## src/rtl/lip_pkg.sv

```systemverilog
package lip_pkg;

    localparam int VECTOR_COUNT_DEF = 256;
    localparam int WORD_BITS_DEF    = 64;

    localparam int          APB_ADDR_W    = 3;
    localparam int          APB_DATA_W    = 32;
    localparam logic [7:0]  SPURIOUS_RST  = 8'hFF;
    localparam logic [7:0]  CLASS_MASK    = 8'hF0;

    typedef enum logic [2:0] {
        MODE_DELIVER = 3'd0,
        MODE_EOI     = 3'd1,
        MODE_ACK     = 3'd2,
        MODE_SET_TPR = 3'd3,
        MODE_QUERY   = 3'd4
    } t_mode;

    typedef enum logic {
        REG_ENABLE   = 1'b0,
        REG_SPURIOUS = 1'b1
    } t_reg;

    typedef enum logic [2:0] {
        ST_IDLE,
        ST_READ,
        ST_MODIFY,
        ST_SCAN,
        ST_DRAIN,
        ST_FINISH
    } t_state;

    typedef struct packed {
        logic       enable;
        logic [7:0] spurious;
    } t_cfg;

    typedef struct packed {
        logic       clear;
        logic       load;
        logic       dlv_upd;
        logic [7:0] dlv_vec;
    } t_scan_ctl;

    typedef struct packed {
        logic       hr_found;
        logic [7:0] hr;
        logic       hs_found;
        logic [7:0] hs;
    } t_summary;

    // highest request can be taken by an acknowledge
    function automatic logic deliverable(input t_summary s, input logic [7:0] tpr);
        logic ok;
        ok = s.hr_found;
        if (s.hs_found && (s.hs >= s.hr)) begin
            ok = 1'b0;
        end
        if ((s.hr & CLASS_MASK) <= (tpr & CLASS_MASK)) begin
            ok = 1'b0;
        end
        return ok;
    endfunction

endpackage

```

## src/rtl/local_interrupt_prioritizer.sv

```systemverilog
// Local interrupt prioritizer: request, in-service and level bitmaps live in
// one single-port-write RAM, one row per word, with a cached summary of the
// highest request and highest in-service vector. A command is taken when
// start is high and busy is low; its one result shows on the o_ ports for a
// single cycle with o_valid and cannot be held off. Set task priority, query
// and dropped deliveries go straight to the result, an accepted delivery
// reads and writes back one row, and acknowledge or end of interrupt that
// change the bitmaps also rescan every row through the RAM read port to
// rebuild the summary. Rows are marked valid in flip-flops, so no clearing
// pass follows reset.
module local_interrupt_prioritizer #(
    parameter int VECTOR_COUNT = lip_pkg::VECTOR_COUNT_DEF,
    parameter int WORD_BITS    = lip_pkg::WORD_BITS_DEF
) (
    input  logic                            i_clk,
    input  logic                            i_rst_n,
    input  logic                            start,
    output logic                            busy,
    input  logic [2:0]                      i_mode,
    input  logic [7:0]                      i_vector,
    input  logic                            i_level_triggered,
    input  logic                            i_masked,
    input  logic [7:0]                      i_priority_value,
    output logic                            o_valid,
    output logic [7:0]                      o_ack_vector,
    output logic                            o_pending,
    output logic                            o_remote_eoi,
    output logic [7:0]                      o_remote_eoi_vector,
    output logic [7:0]                      o_highest_in_service,
    input  logic                            psel,
    input  logic                            penable,
    input  logic                            pwrite,
    input  logic [lip_pkg::APB_ADDR_W-1:0]  paddr,
    input  logic [lip_pkg::APB_DATA_W-1:0]  pwdata,
    output logic [lip_pkg::APB_DATA_W-1:0]  prdata,
    output logic                            pready
);

    localparam int NWORDS = (VECTOR_COUNT + WORD_BITS - 1) / WORD_BITS;
    localparam int ROW_W  = (NWORDS > 1) ? $clog2(NWORDS) : 1;
    localparam int BIT_W  = $clog2(WORD_BITS);
    localparam int RAM_W  = 3 * WORD_BITS;

    lip_pkg::t_cfg      cfg;
    lip_pkg::t_summary  sum;
    lip_pkg::t_scan_ctl scan_ctl;
    lip_pkg::t_state    r_state, n_state;

    logic [2:0]         r_mode, n_mode;
    logic [7:0]         r_vec, n_vec;
    logic               r_lvl, n_lvl;
    logic [ROW_W-1:0]   r_row, n_row;
    logic [BIT_W-1:0]   r_bit, n_bit;
    logic [7:0]         r_tpr, n_tpr;
    logic [7:0]         r_ack, n_ack;
    logic               r_reoi, n_reoi;
    logic [7:0]         r_reoi_vec, n_reoi_vec;
    logic [ROW_W-1:0]   r_cnt, n_cnt;
    logic               r_scan_pend, n_scan_pend;
    logic [ROW_W-1:0]   r_scan_row, n_scan_row;
    logic [NWORDS-1:0]  r_row_vld, n_row_vld;
    logic               r_rd_vld;

    logic               r_o_valid, n_o_valid;
    logic [7:0]         r_o_ack, n_o_ack;
    logic               r_o_pending, n_o_pending;
    logic               r_o_reoi, n_o_reoi;
    logic [7:0]         r_o_reoi_vec, n_o_reoi_vec;
    logic [7:0]         r_o_his, n_o_his;

    logic               ram_we;
    logic [ROW_W-1:0]   ram_raddr;
    logic [RAM_W-1:0]   ram_wdata;
    logic [RAM_W-1:0]   ram_rdata;
    logic [RAM_W-1:0]   rd_row;
    logic [WORD_BITS-1:0] rd_req, rd_isv, rd_lvl;

    lip_cfg u_cfg (
        .i_clk   (i_clk),
        .i_rst_n (i_rst_n),
        .psel    (psel),
        .penable (penable),
        .pwrite  (pwrite),
        .paddr   (paddr),
        .pwdata  (pwdata),
        .prdata  (prdata),
        .pready  (pready),
        .o_cfg   (cfg)
    );

    lip_ram #(
        .WIDTH (RAM_W),
        .DEPTH (NWORDS)
    ) u_ram (
        .i_clk   (i_clk),
        .i_we    (ram_we),
        .i_waddr (r_row),
        .i_wdata (ram_wdata),
        .i_raddr (ram_raddr),
        .o_rdata (ram_rdata)
    );

    // rows never written read as zero
    assign rd_row = ram_rdata & {RAM_W{r_rd_vld}};
    assign rd_req = rd_row[WORD_BITS-1:0];
    assign rd_isv = rd_row[2*WORD_BITS-1:WORD_BITS];
    assign rd_lvl = rd_row[3*WORD_BITS-1:2*WORD_BITS];

    lip_scan #(
        .VECTOR_COUNT (VECTOR_COUNT),
        .WORD_BITS    (WORD_BITS)
    ) u_scan (
        .i_clk      (i_clk),
        .i_rst_n    (i_rst_n),
        .i_ctl      (scan_ctl),
        .i_row      (r_scan_row),
        .i_req_word (rd_req),
        .i_isv_word (rd_isv),
        .o_sum      (sum)
    );

    assign ram_raddr = (r_state == lip_pkg::ST_SCAN) ? r_cnt : r_row;
    assign busy      = (r_state != lip_pkg::ST_IDLE);

    always_comb begin
        logic [7:0]           sel_vec;
        logic [ROW_W-1:0]     sel_row;
        logic [BIT_W-1:0]     sel_bit;
        logic                 in_range;
        logic [WORD_BITS-1:0] bmask;
        logic [WORD_BITS-1:0] w_req, w_isv, w_lvl;

        n_state      = r_state;
        n_mode       = r_mode;
        n_vec        = r_vec;
        n_lvl        = r_lvl;
        n_row        = r_row;
        n_bit        = r_bit;
        n_tpr        = r_tpr;
        n_ack        = r_ack;
        n_reoi       = r_reoi;
        n_reoi_vec   = r_reoi_vec;
        n_cnt        = r_cnt;
        n_scan_pend  = 1'b0;
        n_scan_row   = r_scan_row;
        n_row_vld    = r_row_vld;
        n_o_valid    = 1'b0;
        n_o_ack      = r_o_ack;
        n_o_pending  = r_o_pending;
        n_o_reoi     = r_o_reoi;
        n_o_reoi_vec = r_o_reoi_vec;
        n_o_his      = r_o_his;
        ram_we       = 1'b0;
        scan_ctl     = '0;

        // vector picked at accept time: delivered, highest in service or highest request
        sel_vec = i_vector;
        if (i_mode == lip_pkg::MODE_EOI) begin
            sel_vec = sum.hs;
        end else if (i_mode == lip_pkg::MODE_ACK) begin
            sel_vec = sum.hr;
        end
        sel_row = '0;
        sel_bit = '0;
        for (int r = 0; r < NWORDS; r++) begin
            if ({1'b0, sel_vec} >= 9'(r * WORD_BITS)) begin
                sel_row = ROW_W'(r);
                sel_bit = BIT_W'(int'(sel_vec) - r * WORD_BITS);
            end
        end
        in_range = ({1'b0, i_vector} < 9'(VECTOR_COUNT));

        bmask = '0;
        bmask[r_bit] = 1'b1;
        w_req = rd_req;
        w_isv = rd_isv;
        w_lvl = rd_lvl;
        ram_wdata = {w_lvl, w_isv, w_req};

        unique case (r_state)
            lip_pkg::ST_IDLE: begin
                if (start) begin
                    n_mode     = i_mode;
                    n_vec      = sel_vec;
                    n_lvl      = i_level_triggered;
                    n_row      = sel_row;
                    n_bit      = sel_bit;
                    n_ack      = '0;
                    n_reoi     = 1'b0;
                    n_reoi_vec = '0;
                    n_state    = lip_pkg::ST_FINISH;
                    unique case (i_mode)
                        lip_pkg::MODE_DELIVER: begin
                            if (!cfg.enable) begin
                                n_reoi     = 1'b1;
                                n_reoi_vec = i_vector;
                            end else if (!i_masked && in_range) begin
                                n_state = lip_pkg::ST_READ;
                            end
                        end
                        lip_pkg::MODE_EOI: begin
                            if (sum.hs_found) begin
                                n_state = lip_pkg::ST_READ;
                            end
                        end
                        lip_pkg::MODE_ACK: begin
                            if (lip_pkg::deliverable(sum, r_tpr)) begin
                                n_ack   = sum.hr;
                                n_state = lip_pkg::ST_READ;
                            end else begin
                                n_ack = cfg.spurious;
                            end
                        end
                        lip_pkg::MODE_SET_TPR: begin
                            n_tpr = i_priority_value;
                        end
                        default: begin
                        end
                    endcase
                end
            end
            lip_pkg::ST_READ: begin
                n_state = lip_pkg::ST_MODIFY;
            end
            lip_pkg::ST_MODIFY: begin
                ram_we           = 1'b1;
                n_row_vld[r_row] = 1'b1;
                n_cnt            = ROW_W'(NWORDS - 1);
                unique case (r_mode)
                    lip_pkg::MODE_DELIVER: begin
                        w_req = rd_req | bmask;
                        w_lvl = r_lvl ? (rd_lvl | bmask) : (rd_lvl & ~bmask);
                        scan_ctl.dlv_upd = 1'b1;
                        scan_ctl.dlv_vec = r_vec;
                        n_state = lip_pkg::ST_FINISH;
                    end
                    lip_pkg::MODE_EOI: begin
                        w_isv          = rd_isv & ~bmask;
                        n_reoi         = rd_lvl[r_bit];
                        n_reoi_vec     = rd_lvl[r_bit] ? r_vec : 8'd0;
                        scan_ctl.clear = 1'b1;
                        n_state        = lip_pkg::ST_SCAN;
                    end
                    lip_pkg::MODE_ACK: begin
                        w_req          = rd_req & ~bmask;
                        w_isv          = rd_isv | bmask;
                        scan_ctl.clear = 1'b1;
                        n_state        = lip_pkg::ST_SCAN;
                    end
                    default: begin
                        ram_we           = 1'b0;
                        n_row_vld[r_row] = r_row_vld[r_row];
                        n_state          = lip_pkg::ST_FINISH;
                    end
                endcase
                ram_wdata = {w_lvl, w_isv, w_req};
            end
            lip_pkg::ST_SCAN: begin
                // one row read per cycle, top row first; read data is folded in once the RAM has registered it
                scan_ctl.load = r_scan_pend;
                n_scan_pend   = 1'b1;
                n_scan_row    = r_cnt;
                if (r_cnt == '0) begin
                    n_state = lip_pkg::ST_DRAIN;
                end else begin
                    n_cnt = r_cnt - 1'b1;
                end
            end
            lip_pkg::ST_DRAIN: begin
                scan_ctl.load = r_scan_pend;
                n_state       = lip_pkg::ST_FINISH;
            end
            lip_pkg::ST_FINISH: begin
                n_o_valid    = 1'b1;
                n_o_ack      = r_ack;
                n_o_pending  = cfg.enable && lip_pkg::deliverable(sum, r_tpr);
                n_o_reoi     = r_reoi;
                n_o_reoi_vec = r_reoi_vec;
                n_o_his      = sum.hs_found ? sum.hs : r_tpr;
                n_state      = lip_pkg::ST_IDLE;
            end
            default: begin
                n_state = lip_pkg::ST_IDLE;
            end
        endcase
    end

    always_ff @(posedge i_clk) begin
        if (!i_rst_n) begin
            r_state     <= lip_pkg::ST_IDLE;
            r_tpr       <= '0;
            r_row_vld   <= '0;
            r_rd_vld    <= 1'b0;
            r_scan_pend <= 1'b0;
            r_o_valid   <= 1'b0;
        end else begin
            r_state     <= n_state;
            r_tpr       <= n_tpr;
            r_row_vld   <= n_row_vld;
            r_rd_vld    <= r_row_vld[ram_raddr];
            r_scan_pend <= n_scan_pend;
            r_o_valid   <= n_o_valid;
        end
    end

    always_ff @(posedge i_clk) begin
        r_mode       <= n_mode;
        r_vec        <= n_vec;
        r_lvl        <= n_lvl;
        r_row        <= n_row;
        r_bit        <= n_bit;
        r_ack        <= n_ack;
        r_reoi       <= n_reoi;
        r_reoi_vec   <= n_reoi_vec;
        r_cnt        <= n_cnt;
        r_scan_row   <= n_scan_row;
        r_o_ack      <= n_o_ack;
        r_o_pending  <= n_o_pending;
        r_o_reoi     <= n_o_reoi;
        r_o_reoi_vec <= n_o_reoi_vec;
        r_o_his      <= n_o_his;
    end

    assign o_valid              = r_o_valid;
    assign o_ack_vector         = r_o_ack;
    assign o_pending            = r_o_pending;
    assign o_remote_eoi         = r_o_reoi;
    assign o_remote_eoi_vector  = r_o_reoi_vec;
    assign o_highest_in_service = r_o_his;

    a_one_result: assert property (@(posedge i_clk) disable iff (!i_rst_n)
        r_o_valid |=> !r_o_valid)
        else $error("result strobe held for more than one cycle");

    a_accept_busy: assert property (@(posedge i_clk) disable iff (!i_rst_n)
        (start && !busy) |=> busy)
        else $error("accepted command did not make the block busy");

    a_reoi_vec_zero: assert property (@(posedge i_clk) disable iff (!i_rst_n)
        (r_o_valid && !r_o_reoi) |-> (r_o_reoi_vec == 8'd0))
        else $error("remote eoi vector set without remote eoi");

    a_pending_enabled: assert property (@(posedge i_clk) disable iff (!i_rst_n)
        (r_o_valid && r_o_pending) |-> cfg.enable)
        else $error("pending reported while disabled");

    a_scan_no_write: assert property (@(posedge i_clk) disable iff (!i_rst_n)
        ((r_state == lip_pkg::ST_SCAN) || (r_state == lip_pkg::ST_DRAIN)) |-> !ram_we)
        else $error("row written during summary rescan");

endmodule

```

## src/rtl/lip_ram.sv

```systemverilog
module lip_ram #(
    parameter int WIDTH = 8,
    parameter int DEPTH = 4
) (
    input  logic                                  i_clk,
    input  logic                                  i_we,
    input  logic [((DEPTH > 1) ? $clog2(DEPTH) : 1)-1:0] i_waddr,
    input  logic [WIDTH-1:0]                      i_wdata,
    input  logic [((DEPTH > 1) ? $clog2(DEPTH) : 1)-1:0] i_raddr,
    output logic [WIDTH-1:0]                      o_rdata
);

    logic [WIDTH-1:0] r_mem [DEPTH];
    logic [WIDTH-1:0] r_rdata;

    always_ff @(posedge i_clk) begin
        if (i_we) begin
            r_mem[i_waddr] <= i_wdata;
        end
        r_rdata <= r_mem[i_raddr];
    end

    assign o_rdata = r_rdata;

endmodule

```

## src/rtl/lip_cfg.sv

```systemverilog
module lip_cfg (
    input  logic                            i_clk,
    input  logic                            i_rst_n,
    input  logic                            psel,
    input  logic                            penable,
    input  logic                            pwrite,
    input  logic [lip_pkg::APB_ADDR_W-1:0]  paddr,
    input  logic [lip_pkg::APB_DATA_W-1:0]  pwdata,
    output logic [lip_pkg::APB_DATA_W-1:0]  prdata,
    output logic                            pready,
    output lip_pkg::t_cfg                   o_cfg
);

    lip_pkg::t_cfg r_cfg;
    lip_pkg::t_cfg n_cfg;
    logic          wr_en;

    assign wr_en  = psel && penable && pwrite;
    assign pready = 1'b1;

    always_comb begin
        n_cfg = r_cfg;
        if (wr_en) begin
            unique case (lip_pkg::t_reg'(paddr[2]))
                lip_pkg::REG_ENABLE:   n_cfg.enable   = pwdata[0];
                lip_pkg::REG_SPURIOUS: n_cfg.spurious = pwdata[7:0];
                default:               n_cfg          = r_cfg;
            endcase
        end
    end

    always_comb begin
        unique case (lip_pkg::t_reg'(paddr[2]))
            lip_pkg::REG_ENABLE:   prdata = {{(lip_pkg::APB_DATA_W-1){1'b0}}, r_cfg.enable};
            lip_pkg::REG_SPURIOUS: prdata = {{(lip_pkg::APB_DATA_W-8){1'b0}}, r_cfg.spurious};
            default:               prdata = '0;
        endcase
    end

    always_ff @(posedge i_clk) begin
        if (!i_rst_n) begin
            r_cfg.enable   <= 1'b0;
            r_cfg.spurious <= lip_pkg::SPURIOUS_RST;
        end else begin
            r_cfg <= n_cfg;
        end
    end

    assign o_cfg = r_cfg;

endmodule

```

## src/rtl/lip_scan.sv

```systemverilog
module lip_scan #(
    parameter int VECTOR_COUNT = lip_pkg::VECTOR_COUNT_DEF,
    parameter int WORD_BITS    = lip_pkg::WORD_BITS_DEF,
    localparam int NWORDS      = (VECTOR_COUNT + WORD_BITS - 1) / WORD_BITS,
    localparam int ROW_W       = (NWORDS > 1) ? $clog2(NWORDS) : 1,
    localparam int BIT_W       = $clog2(WORD_BITS)
) (
    input  logic                 i_clk,
    input  logic                 i_rst_n,
    input  lip_pkg::t_scan_ctl   i_ctl,
    input  logic [ROW_W-1:0]     i_row,
    input  logic [WORD_BITS-1:0] i_req_word,
    input  logic [WORD_BITS-1:0] i_isv_word,
    output lip_pkg::t_summary    o_sum
);

    lip_pkg::t_summary r_sum;
    lip_pkg::t_summary n_sum;
    logic [7:0]        req_vec;
    logic [7:0]        isv_vec;

    function automatic logic [BIT_W-1:0] top_bit(input logic [WORD_BITS-1:0] w);
        logic [BIT_W-1:0] p;
        p = '0;
        for (int i = 0; i < WORD_BITS; i++) begin
            if (w[i]) begin
                p = BIT_W'(i);
            end
        end
        return p;
    endfunction

    assign req_vec = 8'(int'(i_row) * WORD_BITS + int'(top_bit(i_req_word)));
    assign isv_vec = 8'(int'(i_row) * WORD_BITS + int'(top_bit(i_isv_word)));

    // rows arrive from the top down, so the first nonzero word holds the maximum
    always_comb begin
        n_sum = r_sum;
        if (i_ctl.clear) begin
            n_sum.hr_found = 1'b0;
            n_sum.hs_found = 1'b0;
        end else begin
            if (i_ctl.load) begin
                if (!r_sum.hr_found && (i_req_word != '0)) begin
                    n_sum.hr_found = 1'b1;
                    n_sum.hr       = req_vec;
                end
                if (!r_sum.hs_found && (i_isv_word != '0)) begin
                    n_sum.hs_found = 1'b1;
                    n_sum.hs       = isv_vec;
                end
            end
            if (i_ctl.dlv_upd) begin
                if (!r_sum.hr_found || (i_ctl.dlv_vec > r_sum.hr)) begin
                    n_sum.hr_found = 1'b1;
                    n_sum.hr       = i_ctl.dlv_vec;
                end
            end
        end
    end

    always_ff @(posedge i_clk) begin
        if (!i_rst_n) begin
            r_sum.hr_found <= 1'b0;
            r_sum.hs_found <= 1'b0;
            r_sum.hr       <= '0;
            r_sum.hs       <= '0;
        end else begin
            r_sum <= n_sum;
        end
    end

    assign o_sum = r_sum;

endmodule
```

## config.mk

```make
export PLATFORM = sky130hd
export DESIGN_NAME = local_interrupt_prioritizer
export DESIGN_NICKNAME = d
export VERILOG_FILES = /design/src/rtl/lip_pkg.sv /design/src/rtl/local_interrupt_prioritizer.sv /design/src/rtl/lip_ram.sv /design/src/rtl/lip_cfg.sv /design/src/rtl/lip_scan.sv
export SDC_FILE = /design/constraint.sdc
export NUM_CORES = 1
export LEC_CHECK = 0
export BUFFER_PORTS_ARGS = -buffer_cell sky130_fd_sc_hd__buf_2
export CORE_MARGIN = 1
export CORE_UTILIZATION = 58
export CTS_BUF_LIST = sky130_fd_sc_hd__clkbuf_4
export DETAILED_ROUTE_END_ITERATION = 6
export GPL_ROUTABILITY_DRIVEN = 0
export GPL_TIMING_DRIVEN = 0
export PLACE_DENSITY_LB_ADDON = 0.08
export SETUP_SLACK_MARGIN = 0.15
export SLEW_MARGIN = 5
export SYNTH_ARGS = -nofsm -noshare
export SYNTH_HDL_FRONTEND = slang
export SYNTH_HIERARCHICAL = 1
export SYNTH_SLANG_ARGS = --single-unit
```

## constraint.sdc

```tcl
create_clock -name i_clk -period 16.54 [get_ports i_clk]
set_input_delay 3.308 -clock i_clk [delete_from_list [all_inputs] [get_ports i_clk]]
set_output_delay 3.308 -clock i_clk [all_outputs]
set_load 0.03 [all_outputs]
```

==> impl_results.md, run 1 <==
- Cell Area, Synth: 0.0434 mm^2
- Min Hold Slack: 0.413 ns
- Power Dens Cells: 123 mW/mm^2
- Synth area leaders: edfxtp_1, dfxtp_1, mux4_2
- Register area share after synthesis: 0.683
- Req. time, crit path: 13.23 ns
- CTS resizes: 0
- Slew @ Worst Pin: 1.42 ns
- Pleak: 17.1 nW
- Total gr overflow: 0
- Logic pwr share: 0.114
- Asr flop ratio synth: 0
- Longest Clk Path Bufs: 4
- Hold crit path type: register to register
- Main synth FF type: edfxtp_1
- Synthesized flop and latch total: 1,066
- Area share of the largest cell type after synthesis: 0.573
- Area grow syn2layout: 14.0%
- Fill count: 5,182
- Fin crit period: 7.29 ns
- 1st-iter DRT viols: 2,838
- Clock skew: 0.0753 ns
- Max cap viols: 1
- Post-Syn Area per Cell: 15.5 um^2
- Placed wire-length estimate: 75.8 mm
- Core area: 0.0735 mm^2
- Setup Buffers After CTS: 0
- Critical Path AT: 3.99 ns
- First-pass GRT wire length: 168 mm
- Clk slew on worst S/H paths: 0.07 ns
- Net switching power of the design: 1.52 mW
- Post-route ant nets: 0
- Failing checks: max-capacitance violations
- Ports: 123
- Crit. End Element: output pin
- Pre-Repair DR Iteration Count: 6
- CP startpoint kind: primary input
- Final hold violation count: 0
- Fraction of layout cells with a size suffix above 1: 0.256
- Highest Clock Rate: 137 MHz
- RSZ-0062 raised after global routing: no
- Clock network fraction of design power: 0.386
- Crit share post-route: 0.441
- Gr usage total: 0.304
- Max-slew violation count: 0
- Routed via count: 27,400
- Worst Setup Path Type: primary input to output pin
- CTS tree: built
- DRT Wirelength: 114 mm
- Clock buffer count from CTS: 289
- H-tree depth: 5
- Status: finished with violations
- Root Buffer: clkbuf_4
- Setup Viol. Count Final: 0
- Initial antenna violation count: 2
- Vias in the first global route: 27,600
- Post-CTS Hold Buffers: 0
- Sequential share of power: 0.500
- Rows: 99
- Chip Height: 276 um
- Switching Fraction: 0.251
- Synth warn: 6
- IO buf count: 71
- Pint: 4.55 mW
- Post-synth EDFFs: 829
- Max IR drop VDD: 70.0 uV
- Largest area contributor in the netlist: edfxtp_1
- Syn Inst Count: 2,795
- Largest net degree at the start of global routing: 53
- Final total negative setup slack: 0 ns
- Average wire per standard cell: 25.9 um
- Die Footprint: 0.0760 mm^2
- Clk Latency, worst-skew pair: 1.11 ns
- Slew margin rel.: 0.0301
- Die X: 276 um
- Clock tree sinks: 1,066
- Synth cell types: 77
- Crit path max fanout: 10
- Final nets: 3,296
- Routed vias/inst: 6.25
- Effective utilization at floorplan: 0.591
- Drc violations: 0
cell type report:
type / count / area, um^2 / area share
diodes: 2 / 5.00 / 0.000101
plain buffers: 183 / 1310 / 0.0264
clock buffers: 424 / 3180 / 0.0643
clock inverters: 76 / 505 / 0.0102
inverters: 55 / 206 / 0.00417
multi-input cells: 1514 / 12400 / 0.250
flip-flops and latches: 1066 / 29600 / 0.599
well taps: 959 / 1200 / 0.0242
repair buffers: 104 / 1050 / 0.0213
cells by family after synthesis:
family / share of synthesized area
DFF: 0.683
and+or+nand+nor: 0.0814
buffers and inverters: 0.0348
muxes: 0.118
other: 0.000173
AOI/OAI and AO/OA: 0.0766
xor gates and xnor gates: 0.000202
adders and majority gates: 0.00605
power by group through the flow:
stage	Sequential [mW]	Combinational (mW)	Clock (mW)
finish	3.03	0.689	2.34
detailed placement	3.09	0.675	0
global route	3.04	0.725	2.52
global placement	3.10	0.656	0
CTS	3.03	0.678	2.39
floorplan	3.08	0.451	0
worst max-delay path: stages:
cell	delay [ns]
buf_2	0.16
mux2_2	0.34
buf_2	0.18
Yosys cell counts (9+ instances only):
cell type  count
nor2_1        70
o21ai_0      157
nor4_1        39
o211ai_1      37
buf_4         29
and2_1       145
a31oi_1       11
nand2_1      197
dfxtp_1      237
edfxtp_1     829
buf_2         26
a22oi_1       15
nor2b_1       45
buf_6         20
buf_12        20
mux4_2       195
inv_1         54
nand3b_1       9
nand3_1       47
o31ai_1      101
a21oi_1       37
clkbuf_1      84
o21ai_1      108
nor3_1        31
ha_1          21
mux2i_1       66
nand2b_1      14
flip-flops by register name, summed over array words and instances (netlist names), 3 cells and up:
register and flops:
o_ack_vector 8, o_highest_in_service 8, o_remote_eoi_vector 8, r_ack 8, r_mode 3, r_reoi_vec 8
r_row_vld 4, r_state 3, r_tpr 8, r_vec 8, u_cfg/o_cfg 9, u_ram/o_rdata 192
u_ram/r_mem 768, u_scan/o_sum 18
through the flow:
step	setup WS, ns	utilization	cell area [um^2]	power (mW)	cells
floorplan	7.10	-	43500	3.53	2818
global placement	0.0928	0.614	45100	3.75	3848
detailed placement	9.24	0.623	45800	3.77	3881
CTS	9.24	0.674	49500	6.10	4381
global route	9.22	0.674	49500	6.29	4382
finish	9.25	0.674	49500	6.07	4383
final timing paths:
check | from | to | slack, ns | cells after the start
hold reg to reg | r_reoi_vec[1] | o_remote_eoi_vector[1] | 0.41 | 0
setup reg to reg | r_rd_vld | u_scan/o_sum[3] | 11.20 | 9
hold / removal | r_reoi_vec[1] | o_remote_eoi_vector[1] | 0.41 | 0
setup / recovery | paddr[2] | prdata[0] | 9.25 | 3
layout by cell type (no fill, tap or decap), drive strengths merged, types with 62 or more instances in the layout:
cell type | synthesis | routed
edfxtp | 829 | 829
clkbuf | 85 | 509
o21ai | 265 | 265
dfxtp | 237 | 237
buf | 98 | 202
nand2 | 197 | 197
mux4 | 195 | 195
and2 | 152 | 152
o31ai | 101 | 101
nor2 | 72 | 72
mux2i | 66 | 66
clkinv | 0 | 62
per-layer routing:
metal  wire [um]  track usage  share of wire  up-vias
li1            -            -              -    11900
met1       44800        0.414           0.39    13600
met2       52500        0.457           0.46     1596
met3       10800       0.0746          0.095      320
met4        5510        0.161          0.048        2
met5           7            0       0.000062        -
No activity file was read; power rests on OpenSTA's default activity.
==> inputs of run 2 (changes only) <==
CORE_UTILIZATION = 60   (was 58)
clock period = 7.4 ns   (was 16.54 ns; I/O delays follow)
==> impl_results.md, run 2 (synthesis results as in run 1) <==
- Leading cell type in the layout, fill and taps excluded: edfxtp_1 (unchanged)
- Max IR drop VDD: 171 uV (was 70.0 uV)
- Routed via count: 27,300 (was 27,400)
- Drc violations: 0 (unchanged)
- Worst Setup Path Type: register to register (was primary input to output pin)
- Gr usage total: 0.308 (was 0.304)
- Setup Viol. Count Final: 0 (unchanged)
- Req. time, crit path: 8.39 ns (was 13.23 ns)
- DRT Wirelength: 112 mm (was 114 mm)
- Most used routing layer: met2 (unchanged)
- Critical Path AT: 6.27 ns (was 3.99 ns)
- Met1 Use GR: 0.424 (was 0.414)
- Total gr overflow: 0 (unchanged)
- Register Area: 0.0296 mm^2 (unchanged)
- Effective utilization at floorplan: 0.607 (was 0.591)
- Crit path max fanout: 10 (unchanged)
- Clock buffer count from CTS: 289 (unchanged)
- R2R Setup Slk: 2.12 ns (was 11.20 ns)
- CP startpoint kind: register (was primary input)
- Crit share post-route: 0.713
- Routed vias/inst: 6.24 (was 6.25)
- Slew margin rel.: 0.0908 (was 0.0301)
- Average wire per standard cell: 25.6 um (was 25.9 um)
- Min Hold Slack: 0.414 ns (was 0.413 ns)
- Post-CTS Hold Buffers: 0 (unchanged)
- Max cap viols: 0 (was 1)
- Clk Latency, worst-skew pair: 1.13 ns (was 1.11 ns)
- Die X: 271 um (was 276 um)
- Final hold violation count: 0 (unchanged)
- Crit path launch: r_rd_vld (was paddr[2])
- Status: finished, final reports clean (was finished with violations)
- Final nets: 3,296 (unchanged)
- H-tree depth: 5 (unchanged)
- Max-slew violation count: 0 (unchanged)
- Critical Path Max Stage Delay: 1.22 ns (was 0.34 ns)
- Clock tree sinks: 1,066 (unchanged)
- Fill count: 4,908 (was 5,182)
- Final worst setup slack: 2.12 ns (was 9.25 ns)
- Post-Layout Cell Count: 4,374 (was 4,383)
- Max stage delay cell, worst path: a2111oi_0 (was mux2_2)
- Chip Height: 271 um (was 276 um)
- Register name with the most flops: u_ram/r_mem (unchanged)
- Total Power: 13.4 mW (was 6.07 mW)
- Hold crit path type: register to register (unchanged)
- IO buf count: 71 (unchanged)
- Area grow syn2layout: 13.7% (was 14.0%)
- Largest net degree at the start of global routing: 51 (was 53)
- GR Util met3: 0.0643 (was 0.0746)
- RSZ-0062 raised after global routing: no (unchanged)
- Highest Clock Rate: 190 MHz
- CP Cell Sequence: clkbuf_1, clkbuf_1, clkbuf_1, and2_1, or4_1, o311ai_0, a2111oi_0, o21ai_0, o221a_1 (was buf_2, mux2_2, buf_2)
- CTS tree: built (unchanged)
- Clock skew: 0.0540 ns (was 0.0753 ns)
- Final total negative setup slack: 0 ns (unchanged)
- Max reg flops: 768 (unchanged)
- Met2 Use GR: 0.469 (was 0.457)
- Post-route ant nets: 0 (unchanged)
- Pre-Repair DR Iteration Count: 5 (was 6)
- Capture point of the worst reg-to-reg path: u_scan/o_sum[3] (unchanged)
- Clk slew on worst S/H paths: 0.07 ns (about the same)
- Vias in the first global route: 27,400 (was 27,600)
- Pleak: 17.1 nW (about the same)
- Fraction of layout cells with a size suffix above 1: 0.255 (was 0.256)
- CP most frequent cell: clkbuf_1 (was buf_2)
- Placed wire-length estimate: 75.2 mm (was 75.8 mm)
- WHS Path Cells: 0 (unchanged)
- Core area: 0.0715 mm^2 (was 0.0735 mm^2)
- Post-route cell area: 0.0494 mm^2 (was 0.0495 mm^2)
- Initial antenna violation count: 2 (unchanged)
- Setup WS pre-CTS: 2.38 ns (was 9.24 ns)
- Hold EP: o_ack_vector[5] (was o_remote_eoi_vector[1])
- First-pass GRT wire length: 166 mm (was 168 mm)
- Power Dens Cells: 272 mW/mm^2 (was 123 mW/mm^2)
- Root Buffer: clkbuf_4 (unchanged)
- Die Footprint: 0.0734 mm^2 (was 0.0760 mm^2)
- Cells on worst reg2reg path: 9 (unchanged)
- Final core utilization: 0.691 (was 0.674)
- 1st-iter DRT viols: 3,061 (was 2,838)
- Rows: 98 (was 99)
- Most frequent cells in the layout: edfxtp_1, clkbuf_4, dfxtp_1 (unchanged)
- Ports: 123 (unchanged)
- Area occupied by multi-input gates: 0.0124 mm^2 (unchanged)
- Worst hold path startpoint: r_ack[5] (was r_reoi_vec[1])
- CTS resizes: 0 (unchanged)
- Longest Clk Path Bufs: 4 (unchanged)
- RR Startpoint: r_rd_vld (unchanged)
- Fin crit period: 5.28 ns
- Placed cell areas: 0.0458 mm^2 (about the same)
- Setup Buffers After CTS: 0 (unchanged)
- Slew @ Worst Pin: 1.36 ns (was 1.42 ns)
- Crit. End Element: register (was output pin)
- Post-Place Cells: 3,872 (was 3,881)
[run 2: critical path, delay by kind of cell, from the launching register on]
| kind | cells | cell delay (ns) |
|---|---|---|
| AO/OA/AOI/OAI | 4 | 2.00 |
| flip-flops | 1 | 0.59 |
| buffers and inverters | 3 | 2.01 |
| AND/OR/NAND/NOR | 2 | 0.56 |
[run 2: cell type report]
type	count	share of cell area
well taps	950	0.0241
inverters	55	0.00418
multi-input cells	1514	0.251
clock buffers	423	0.0643
plain buffers	183	0.0264
diodes	4	0.000203
flip-flops and latches	1066	0.600
clock inverters	75	0.00864
repair buffers	104	0.0211
[run 2: worst max path at each step]
stage                               to  cells past startpoint
floorplan            u_ram/r_mem[0][0]                      4
CTS                    u_scan/o_sum[3]                      9
finish                 u_scan/o_sum[3]                      9
detailed placement     u_scan/o_sum[3]                      9
global route           u_scan/o_sum[9]                     11
global placement    u_ram/r_mem[0][16]                      4
[run 2: per-layer routing]
metal / vias up / part of all wire / wire [um]
met1: 13500 / 0.40 / 44300
met5: - / 0 / 0
met3: 287 / 0.093 / 10400
met4: 0 / 0.042 / 4680
met2: 1560 / 0.47 / 52600
li1: 11900 / - / -
[run 2: power by group]
group          internal (mW)  leakage (nW)  total, mW  switching [mW]
Combinational          0.579          5.24       1.53           0.954
Sequential              6.69          9.66       6.79           0.103
Clock                   2.79          2.16       5.10            2.31
